==> src/rtl/tnjb_pkg.sv <==
// Shared types, widths and codes of the tick-numbered jitter buffer.
package tnjb_pkg;

    // Field widths
    localparam int TICK_W     = 32;
    localparam int CMD_W      = 64;
    localparam int STATUS_W   = 3;
    localparam int CFG_IDX_W  = 8;
    localparam int CFG_DATA_W = 7;

    // Lead and gap are 7-bit, so live entries sit within 127 ticks ahead of
    // the last processed tick; one presence flag per tick value mod 128
    localparam int DIST_W    = 7;
    localparam int PRES_N    = 128;
    localparam int GRP_SEL_W = 3;
    localparam int GRP_IDX_W = 4;
    localparam int GRP_N     = 8;
    localparam int GRP_W     = 16;

    // Parameter defaults
    localparam int WINDOW_DEF   = 128;
    localparam int CMD_BITS_DEF = 64;

    // Register reset values
    localparam logic [CFG_DATA_W-1:0] LEAD_RESET = 7'd120;
    localparam logic [CFG_DATA_W-1:0] GAP_RESET  = 7'd8;

    // Register indexes
    localparam logic [CFG_IDX_W-1:0] CFG_LEAD = 8'd0;
    localparam logic [CFG_IDX_W-1:0] CFG_GAP  = 8'd1;

    // Result status codes
    localparam logic [STATUS_W-1:0] STAT_STORED    = 3'd0;
    localparam logic [STATUS_W-1:0] STAT_STALE     = 3'd1;
    localparam logic [STATUS_W-1:0] STAT_FAR       = 3'd2;
    localparam logic [STATUS_W-1:0] STAT_DELIVERED = 3'd3;
    localparam logic [STATUS_W-1:0] STAT_NOTHING   = 3'd4;
    localparam logic [STATUS_W-1:0] STAT_SKIPPED   = 3'd5;

    // Commands from the controller to the datapath
    typedef struct packed {
        logic load;
        logic arr_init;
        logic classify;
        logic store;
        logic deliver;
        logic take_cmd;
        logic set_nothing;
        logic resolve;
        logic out_load;
    } tnjb_cmd_t;

    // Status from the datapath to the controller
    typedef struct packed {
        logic started;
        logic hit;
        logic out_free;
    } tnjb_sts_t;

endpackage

==> src/rtl/tnjb_ctrl.sv <==
// Controller state machine: sequences one item at a time through the datapath.
module tnjb_ctrl
    import tnjb_pkg::*;
(
    input  logic      clk,
    input  logic      rst_n,
    input  logic      in_valid,
    input  logic      req_type,
    output logic      in_ready,
    input  tnjb_sts_t sts,
    output tnjb_cmd_t cmd
);

    localparam logic [3:0] S_IDLE  = 4'd0;
    localparam logic [3:0] S_ARR   = 4'd1;
    localparam logic [3:0] S_CLASS = 4'd2;
    localparam logic [3:0] S_STORE = 4'd3;
    localparam logic [3:0] S_TICK  = 4'd4;
    localparam logic [3:0] S_RD    = 4'd5;
    localparam logic [3:0] S_F1    = 4'd6;
    localparam logic [3:0] S_F2    = 4'd7;
    localparam logic [3:0] S_F3    = 4'd8;
    localparam logic [3:0] S_OUT   = 4'd9;

    logic [3:0] state_reg, state_next;

    always_comb
    begin
        state_next = state_reg;
        cmd        = '0;
        in_ready   = 1'b0;
        case (state_reg)
            S_IDLE:
            begin
                in_ready = 1'b1;
                if (in_valid)
                begin
                    cmd.load   = 1'b1;
                    state_next = req_type ? S_TICK : S_ARR;
                end
            end
            S_ARR:
            begin
                cmd.arr_init = 1'b1;
                state_next   = S_CLASS;
            end
            S_CLASS:
            begin
                cmd.classify = 1'b1;
                state_next   = S_STORE;
            end
            S_STORE:
            begin
                cmd.store  = 1'b1;
                state_next = S_OUT;
            end
            // Deliver, report nothing, or start the oldest-pending search
            S_TICK:
            begin
                if (!sts.started)
                begin
                    cmd.set_nothing = 1'b1;
                    state_next      = S_OUT;
                end
                else if (sts.hit)
                begin
                    cmd.deliver = 1'b1;
                    state_next  = S_RD;
                end
                else
                begin
                    state_next = S_F1;
                end
            end
            S_RD:
            begin
                cmd.take_cmd = 1'b1;
                state_next   = S_OUT;
            end
            S_F1:
            begin
                state_next = S_F2;
            end
            S_F2:
            begin
                state_next = S_F3;
            end
            S_F3:
            begin
                cmd.resolve = 1'b1;
                state_next  = S_OUT;
            end
            S_OUT:
            begin
                if (sts.out_free)
                begin
                    cmd.out_load = 1'b1;
                    state_next   = S_IDLE;
                end
            end
            default:
            begin
                state_next = S_IDLE;
            end
        endcase
    end

    always_ff @(posedge clk or negedge rst_n)
    begin
        if (!rst_n)
        begin
            state_reg <= S_IDLE;
        end
        else
        begin
            state_reg <= state_next;
        end
    end

endmodule

==> config.mk <==
export PLATFORM = sky130hd
export DESIGN_NAME = tnjb_ctrl
export DESIGN_NICKNAME = d
export VERILOG_FILES = /design/src/rtl/tnjb_pkg.sv /design/src/rtl/tnjb_ctrl.sv
export SDC_FILE = /design/constraint.sdc
export NUM_CORES = 1
export LEC_CHECK = 0
export BUFFER_PORTS_ARGS = -buffer_cell sky130_fd_sc_hd__buf_4
export CAP_MARGIN = 20
export CORE_AREA = 2 2 39 41
export CTS_BUF_LIST = sky130_fd_sc_hd__clkbuf_4 sky130_fd_sc_hd__clkbuf_8
export CTS_CLUSTER_DIAMETER = 80
export DETAILED_ROUTE_END_ITERATION = 12
export DIE_AREA = 0 0 41 43
export PLACE_DENSITY_LB_ADDON = 0.3
export RECOVER_POWER = 100
export SLEW_MARGIN = 5
export SYNTH_ARGS = -nofsm -noshare
export SYNTH_HDL_FRONTEND = slang
export SYNTH_SLANG_ARGS = --single-unit
==> constraint.sdc <==
create_clock -name clk -period 1.2 [get_ports clk]
set_input_delay 0.06 -clock clk [delete_from_list [all_inputs] [get_ports clk]]
set_output_delay 0.06 -clock clk [all_outputs]
set_load 0.05 [all_outputs]
; ---- After elaboration in Yosys (flattened, before gate mapping)
; Index checks and enable logic that the tools add are counted.
[word_totals]
reg_bits = 4
input_bits = 7
output_inout_bits = 10
wordCells = 36
[op_classes]
eq_ne = 11
mux = 21
n_reduce_logical = 3
[op_table]
columns = operator, n
row1 = $pmux 4 s8, 1
row2 = $eq 4x3->1 const B, 4
row3 = $mux 1, 15
row4 = $mux 4, 3
row5 = $eq 4x2->1 const B, 2
row6 = $eq 4x4->1 const B, 2
row7 = $eq 4x1->1 const B, 1
row8 = $logic_not 4->1, 1
row9 = $ne 2x2->1 const B, 2
row10 = $mux 3, 1
row11 = $reduce_or 3->1, 1
row12 = $mux 2, 1
row13 = $reduce_and 2->1, 1

; ---- Logic depth before layout (Yosys ltp)
; Gate-level depths: netlist of the first run.
[depth]
word_depth = 3
depth_mapped = 4
depth_no_buf = 3

; ---- Least setup slack after synthesis of the first run
; Ideal clock, no wire load.
[synth_path]
path_kind = reg-to-output
start = register state_reg[1]
end = output port cmd[7] in the netlist's numbering
arrival_time_ns = 1.748
setup_slack_ns = -0.608
path_stages_with_launch = 4
n_path_buf = 1
path_cell_list = dfrtp_1 -> buf_2 -> nand2b_1 -> nor3_1
[synth_lines]
columns = element, line
row1 = from (decl), tnjb_ctrl.sv:25  ; logic [3:0] state_reg, state_next;
row2 = from (signal assigned), tnjb_ctrl.sv:116  ; state_reg <= state_next;
row3 = to (decl), tnjb_ctrl.sv:11  ; output tnjb_cmd_t cmd

==> results of run 1 <==
area by class of cell:
class                           count  area (um^2)
Clock buffer                        3         22.5
Fill cell                         130          594
Multi-Input combinational cell     38          333
Sequential cell                     4          103
Tap cell                           16         20.0
Timing Repair Buffer               31          312
final timing paths:
| kind | slack [ns] | end |
|---|---|---|
| setup reg to reg | -0.02 | state_reg[1] |
| hold / removal | 0.14 | state_reg[0] |
| min in group asynchronous | 0.18 | state_reg[2] |
| setup / recovery | -0.12 | cmd[8] |
| hold reg to reg | 0.62 | state_reg[2] |
| max in group asynchronous | 0.82 | state_reg[1] |
power groups by stage:
stage / Clock [mW] / Sequential [mW] / Combinational (mW)
6_report: 0.162 / 0.289 / 1.69
5_1_grt: 0.180 / 0.303 / 1.81
4_1_cts: 0.171 / 0.282 / 1.64
3_5_place_dp: 0 / 0.278 / 1.26
3_3_place_gp: 0 / 0.274 / 1.26
2_1_floorplan: 0 / 0.220 / 0.970
layer usage:
layer	vias to the layer above	part of all wire [%]	global-route usage, %
met5	-	0	0
met4	0	0	6.00
met3	0	4.8	4.71
met2	13	53	24.4
met1	205	42	20.3
li1	219	-	-
cell usage after synthesis (all sizes together):
cell    number
buf          4
nor2         7
nand2b       3
and2b        1
o211ai       1
o22ai        1
o21bai       1
or2          1
o21ai        1
a21oi        1
nor2b        1
nand2        5
nand3b       1
nand3        1
dfrtp        4
nor3         5
a211oi       1
and2         1
o21a         2
a31oi        2
and3         2
through the flow:
step / setup TNS [ns] / cells
5_1_grt: -1.56 / 92
3_5_place_dp: 0 / 82
2_1_floorplan: -0.330 / 46
6_report: -0.918 / 92
4_1_cts: -0.945 / 92
3_3_place_gp: 0 / 82
logic make-up (layout without fill, tap and decap cells):
group                  count (synthesis)  count (layout)  share of synthesized area [%]
AND/OR/NAND/NOR                       28              28                           44.1
buffers and inverters                  4              34                           8.04
AO/OA/AOI/OAI                         10              10                           19.9
flip-flops                             4               4                           28.0
cell usage in the layout, fill, tap and decap left out, types with 2 or more instances in the layout:
cell type,synthesis,routed
nor3_4,0,4
and3_4,0,2
nand2_1,5,3
dfrtp_1,4,2
buf_6,1,12
nor2_4,0,4
clkbuf_4,0,3
a31oi_1,2,2
o21a_1,2,2
nand2b_4,0,2
nand2_2,0,2
buf_4,1,13
buf_8,0,3
dfrtp_2,0,2
nor2_1,7,2
tightest hold or removal path: stages:
cell and delay, ns:
buf_4 0.10, nand2b_1 0.10, a31oi_1 0.08
what timing repair did:
item	in CTS	in global routing
resized for setup	27	7
setup buffers	6	0
setup endpoints to repair	10	14
hold buffers	1	0
pin swaps	10	3
hold endpoints to repair	4	0
==> metrics, run 1 <==
CTS Buf Count 3; clock buffer depth 2; CP Depth 4; DP HPWL 746 um; Syn Inst Count 46; share of layout cells above drive strength 1 72.4%; Avg Vias per Cell 4.75; Clock Sinks 4; starting density of the core 25.9%; Buf/Inv on CP 2; Tcrit/Tclk final 110%; Final Net Count 85; n_diodes 0; Leak 0.344 nW; failing checks negative setup slack; Tmin final 1.32 ns; power share of the clock group 7.6%; Sw Share 48.2%; max cap viols 0; DRT antenna net count 0; synth top area cells dfrtp_1 (28%), nor3_2 (8.4%), nor2_1 (7.3%), nand2_1 (5.2%), nand2b_1 (5.2%); RePlAce Congestion 0.803; Place WS 0.0334 ns; final setup violation count 10; drt wl/cell 11.6 um; HP Class input port to register; via count 437; min-delay src sts[0]; Hold Path Cell Cnt 3; crit-path cells buf_12 -> nor2_4 -> and3_4 -> buf_8; antenna violations before repair 0; DRC viols 0; Synth cell types 24; CTS tree yes; Critical Path Source state_reg[2]; Pint 1.11 mW; Hold Vio Cnt, Final 0; reg2reg path depth 4; Synth Warn # 0; overall global routing resource usage 15.9%; Post-DP Area 597 um^2; cell taking the most area after synthesis dfrtp_1; Final WS setup -0.123 ns; root buffer cell clkbuf_4; H-tree levels 1; RSZ-0062 raised after global routing yes; Top Family by Delay on Critical Path flip-flops; Slew @ Worst Pin 0.239 ns; # rows 14; endpoint class of the critical path output pin; CP Max Fanout 4; Switch Pwr 1.03 mW; drt total wl 1070 um; Clock Skews 0.00234 ns; IO Count 17; clock slew seen by the registers of the worst setup and hold paths 0.04 ns; number of synthesized register bits 4; total iterations of the first detailed-routing run 2; post-synthesis sequential area ratio 28.0%; WP data arrival 1.26 ns; Max Fclk 756 MHz; Flop pwr share 13.5%; highest-delay cell along the critical path dfrtp_1; global-route wire length before repair 1920 um; Core Util, Final 57.1%; pin count of the biggest net entering global routing 8; vias in the first global route 468; share of the synthesized area in the top cell type 28.0%; gr ovfl total 0; final hold slack 0.144 ns; Core ar. 1380 um^2; P per Cell Area 2710 nW/um^2; mean post-synth cell area 7.78 um^2; Mapped Nets 53; Area growth, synth to finish 121%; CP startpoint kind register; total power 2.14 mW; die width 41 um; max-slew violation count 0; cell area after layout 790 um^2; Crit path largest cell delay 0.42 ns; Combinational Power Share 79.0%; die area 1760 um^2; status complete, but fails checks; Worst EP required 1.14 ns; Post-Syn Area 358 um^2; Max-slew headroom 84.0%; die height 43 um; Reg2Reg Launch Point state_reg[1]; later-pin clock latency in the skew report 0.23 ns; DR iter-0 viols 3; maximum VDD drop 0.00176 V; Largest register FFs 4; critical path class register to output pin; # port buffers 16
Note: power is estimated with default switching activity, not from simulation.
==> run 2: changes to the inputs <==
==> constraint.sdc (replaced) <==
create_clock -name clk -period 1.15 [get_ports clk]
set_input_delay 0.0575 -clock clk [delete_from_list [all_inputs] [get_ports clk]]
set_output_delay 0.0575 -clock clk [all_outputs]
set_load 0.05 [all_outputs]
==> metrics, run 2 (synthesized netlist as in run 1, its figures left out) <==
DR iter-0 viols 4; Final WS setup -0.153 ns; min-delay src sts[0]; failing checks negative setup slack; setup slack, reg-to-reg -0.03 ns; Core Util, Final 56.7%; max cap viols 0; pin count of the biggest net entering global routing 11; Slew @ Worst Pin 0.203 ns; RSZ-0062 raised after global routing yes; vias in the first global route 448; final hold slack 0.147 ns; Hold Vio Cnt, Final 0; Critical Path Source state_reg[2]; Leak 0.348 nW; die width 41 um; share of layout cells above drive strength 1 70.5%; gr ovfl total 0; endpoint class of the critical path output pin; total power 2.28 mW; CTS tree yes; # port buffers 16; Largest register FFs 4; Tmin final 1.30 ns; die area 1760 um^2; RR Endpoint state_reg[3]; global-route wire length before repair 1860 um; reg2reg path depth 5; Clock Sinks 4; drt wl/cell 11.6 um; Hold Path Cell Cnt 4; Core ar. 1380 um^2; HP Class input port to register; P per Cell Area 2910 nW/um^2; DP HPWL 780 um; H-tree levels 1; die height 43 um; total iterations of the first detailed-routing run 4; RePlAce Congestion 0.846; via count 449; CP startpoint kind register; antenna violations before repair 0; Place WS -0.0423 ns; # rows 14; Tcrit/Tclk final 113%; drt total wl 1090 um; later-pin clock latency in the skew report 0.23 ns; CP Max Fanout 6; Area growth, synth to finish 119%; Max Fclk 767 MHz; root buffer cell clkbuf_4; overall global routing resource usage 15.5%; Final Net Count 87; Avg Vias per Cell 4.78; max-slew violation count 0; status complete, but fails checks; Reg2Reg Launch Point state_reg[1]; DRC viols 0; Hold Path End state_reg[3]; clock buffer depth 2; starting density of the core 25.9%; Max-slew headroom 86.5%; final setup violation count 12; clock slew seen by the registers of the worst setup and hold paths 0.03 ns; critical path class register to output pin; Post-DP Area 597 um^2; DRT antenna net count 0; Clock Skews 0.00244 ns; cell area after layout 785 um^2; WP data arrival 1.25 ns; CTS Buf Count 3; n_diodes 0; maximum VDD drop 0.00137 V; most frequent cells in the layout buf_4 (14), buf_6 (14), nor3_4 (4), nand2_1 (4); IO Count 17; Worst EP required 1.09 ns
## run 2: changes by cell type in the layout (fill, tap and decap cells not counted), sizes merged
cell	change
buf	+2
## run 2: worst max-delay path, stage by stage, from the launching register on
cell     delay, ns
dfrtp_2       0.44
and2b_2       0.27
nand2_2       0.07
nor2_4        0.08
buf_6         0.16
## run 2: stage by stage
stage	instances	TNS, ns
after floorplan	46	-0.589
after global placement	83	-0.110
after detailed placement	83	-0.0423
after CTS	92	-1.32
after global routing	94	-2.10
final	94	-1.22
## run 2: timing repair
item	4_1_cts	5_1_grt
endpoints found under the setup margin	11	13
gates resized for setup	27	4
endpoints found under the hold margin	4	0
pin swaps	6	6
setup buffers	5	2
hold buffers	1	0
## run 2: where the power goes
group          total [mW]  internal, mW  switching (mW)  leakage, nW
sequential          0.269         0.204          0.0646       0.0485
clock               0.168         0.116          0.0520       0.0138
combinational        1.85         0.883           0.964        0.285
## run 2: layout make-up
cell class	instances	area [um^2]
Clock buffer	3	22.5
Fill cell	132	599
Multi-Input combinational cell	38	319
Sequential cell	4	101
Tap cell	16	20.0
Timing Repair Buffer	33	322
## run 2: how the worst max path moves through the flow
stage          slack [ns]       end  cells past startpoint
2_1_floorplan       -0.14    cmd[4]                      3
3_3_place_gp        -0.08    cmd[8]                      4
3_5_place_dp        -0.04    cmd[8]                      4
4_1_cts             -0.15  in_ready                      3
5_1_grt             -0.20  in_ready                      3
6_report            -0.15    cmd[0]                      4
## run 2: routing by layer
metal	routed length (um)	global-route usage [%]	up-vias
li1	-	-	226
met1	426	18.2	209
met2	593	25.9	14
met3	70	4.71	0
met4	0	4.00	0
met5	0	0	-
==> run 3: changes to the inputs <==
--- a/config.mk
+++ b/config.mk
@@ -5,6 +5,7 @@
 export SDC_FILE = /design/constraint.sdc
 export NUM_CORES = 1
 export LEC_CHECK = 0
+export ABC_AREA = 1
 export BUFFER_PORTS_ARGS = -buffer_cell sky130_fd_sc_hd__buf_4
 export CAP_MARGIN = 20
 export CORE_AREA = 2 2 39 41
@@ -12,6 +13,7 @@
 export CTS_CLUSTER_DIAMETER = 80
 export DETAILED_ROUTE_END_ITERATION = 12
 export DIE_AREA = 0 0 41 43
+export GPL_TIMING_DRIVEN = 0
 export PLACE_DENSITY_LB_ADDON = 0.3
 export RECOVER_POWER = 100
 export SLEW_MARGIN = 5
==> metrics, run 3 <==
Largest register FFs 4; Worst EP required 1.09 ns; gr ovfl total 0; RePlAce Congestion 0.795; critical path class register to output pin; final hold slack 0.0910 ns; pin count of the biggest net entering global routing 6; Tcrit/Tclk final 117%; Tmin final 1.34 ns; CP Max Fanout 5; total iterations of the first detailed-routing run 2; mean post-synth cell area 5.98 um^2; Final WS setup -0.195 ns; share of layout cells above drive strength 1 63.2%; number of synthesized register bits 4; via count 460; Core ar. 1380 um^2; Crit path largest cell delay 0.44 ns; Core Util, Final 53.4%; post-synthesis sequential area ratio 28.4%; Clock Sinks 4; drt wl/cell 10.5 um; Final Net Count 95; n_diodes 0; H-tree levels 1; DR iter-0 viols 2; most frequent cells in the layout inv_1 (12), buf_4 (12), nand2_1 (10); die width 41 um; endpoint class of the critical path output pin; antenna violations before repair 0; cell taking the most area after synthesis dfrtp_1; Sw Share 54.5%; status complete, but fails checks; crit-path cells nor2_4 -> nand2_4 -> nor3_4 -> buf_6; # port buffers 16; root buffer cell clkbuf_4; Flop pwr share 14.5%; Max Fclk 744 MHz; asr flop ratio synth 100%; # rows 14; Avg Vias per Cell 4.47; Synth Warn # 0; global-route wire length before repair 1750 um; failing checks negative setup slack; CTS tree yes; later-pin clock latency in the skew report 0.25 ns; Pint 1.05 mW; Syn Inst Count 59; Max-slew headroom 86.3%; Slew @ Worst Pin 0.205 ns; CP startpoint kind register; fin cells 103; DP HPWL 737 um; max-slew violation count 0; highest-delay cell along the critical path dfrtp_2; maximum VDD drop 0.00168 V; power share of the clock group 9.9%; Combinational Power Share 75.6%; vias in the first global route 432; Synth cell types 13; Switch Pwr 1.25 mW; Area growth, synth to finish 110%; overall global routing resource usage 15.3%; synth top area cells dfrtp_1 (28%), inv_1 (16%), nand2_1 (15%), nor2_2 (14%), nand3_1 (7.1%); starting density of the core 25.5%; Leak 0.387 nW; Post-Syn Area 353 um^2; max cap viols 0; Place WS -0.0879 ns; clock buffer depth 2; share of the synthesized area in the top cell type 28.4%; clock slew seen by the registers of the worst setup and hold paths 0.05 ns; DRT antenna net count 0; Mapped Nets 66; most frequent cell after synthesis inv_1; final setup violation count 12; Clock Skews 0.0104 ns; IO Count 17; die height 43 um; DP Cell Count 91; Hold Vio Cnt, Final 0; die area 1760 um^2; P per Cell Area 3110 nW/um^2; drt total wl 1080 um; HP Class input port to register; RSZ-0062 raised after global routing yes; DRC viols 0; EDFF count, synth 0; commonest cells in the synthesized netlist inv_1 (15), nand2_1 (14), nor2_2 (8); WP data arrival 1.29 ns; Primary FF master, synth dfrtp_1; CTS Buf Count 3
==> run 3: cell type report <==
class | count | area [um^2]
clock buffer | 4 | 30.0
fill | 148 | 644
inverter | 17 | 67.6
multi-input combinational | 38 | 293
sequential | 4 | 105
tap | 16 | 20.0
timing repair buffer | 24 | 224
==> run 3: logic make-up after synthesis <==
family / after synthesis / share of synthesized area, %
flip-flops: 4 / 28.4
AO/OA/AOI/OAI: 5 / 8.87
buffers and inverters: 17 / 18.1
AND/OR/NAND/NOR: 33 / 44.7
==> run 3: metrics by stage <==
stage | setup TNS (ns) | cell area (um^2) | power [mW]
after floorplan | -0.244 | 399 | 1.24
after global placement | -0.103 | 539 | 1.53
after detailed placement | -0.0908 | 539 | 1.54
after CTS | -1.77 | 699 | 2.14
after global routing | -2.44 | 739 | 2.46
final | -1.52 | 739 | 2.30
==> run 3: path summary, 6_finish.rpt <==
path	start	endpoint	slack, ns	depth (start not counted)
max	state_reg[0]	cmd[4]	-0.19	4
max reg2reg	state_reg[0]	state_reg[0]	-0.06	8
min in group asynchronous	rst_n	state_reg[0]	0.16	2
min reg2reg	state_reg[2]	state_reg[1]	0.67	3
max in group asynchronous	rst_n	state_reg[3]	0.78	2
min	req_type	state_reg[2]	0.09	3
==> run 3: timing repair <==
item	in CTS	in global routing
pin swaps	4	5
endpoints found under the hold margin	4	0
setup buffers	5	2
endpoints found under the setup margin	13	13
hold buffers	1	0
resized for setup	21	9
==> run 3: critical path: cells and delay by family, from the launching register on <==
kind	cells	cell delay, ns
simple gates	3	0.42
buf+inv	1	0.18
flops	1	0.44
==> run 3: power by group through the flow <==
stage | Sequential (mW) | Clock, mW | Combinational (mW)
floorplan | 0.294 | 0 | 0.949
global placement | 0.305 | 0 | 1.23
detailed placement | 0.307 | 0 | 1.23
CTS | 0.322 | 0.235 | 1.58
global route | 0.343 | 0.254 | 1.87
finish | 0.333 | 0.228 | 1.73
==> run 3: metal layers <==
layer	up-vias	track usage, %	part of all wire [%]
met2	14	25.0	57
met3	3	1.57	4.2
met5	-	0	0
li1	236	-	-
met1	207	16.6	36
met4	0	12.0	2.5
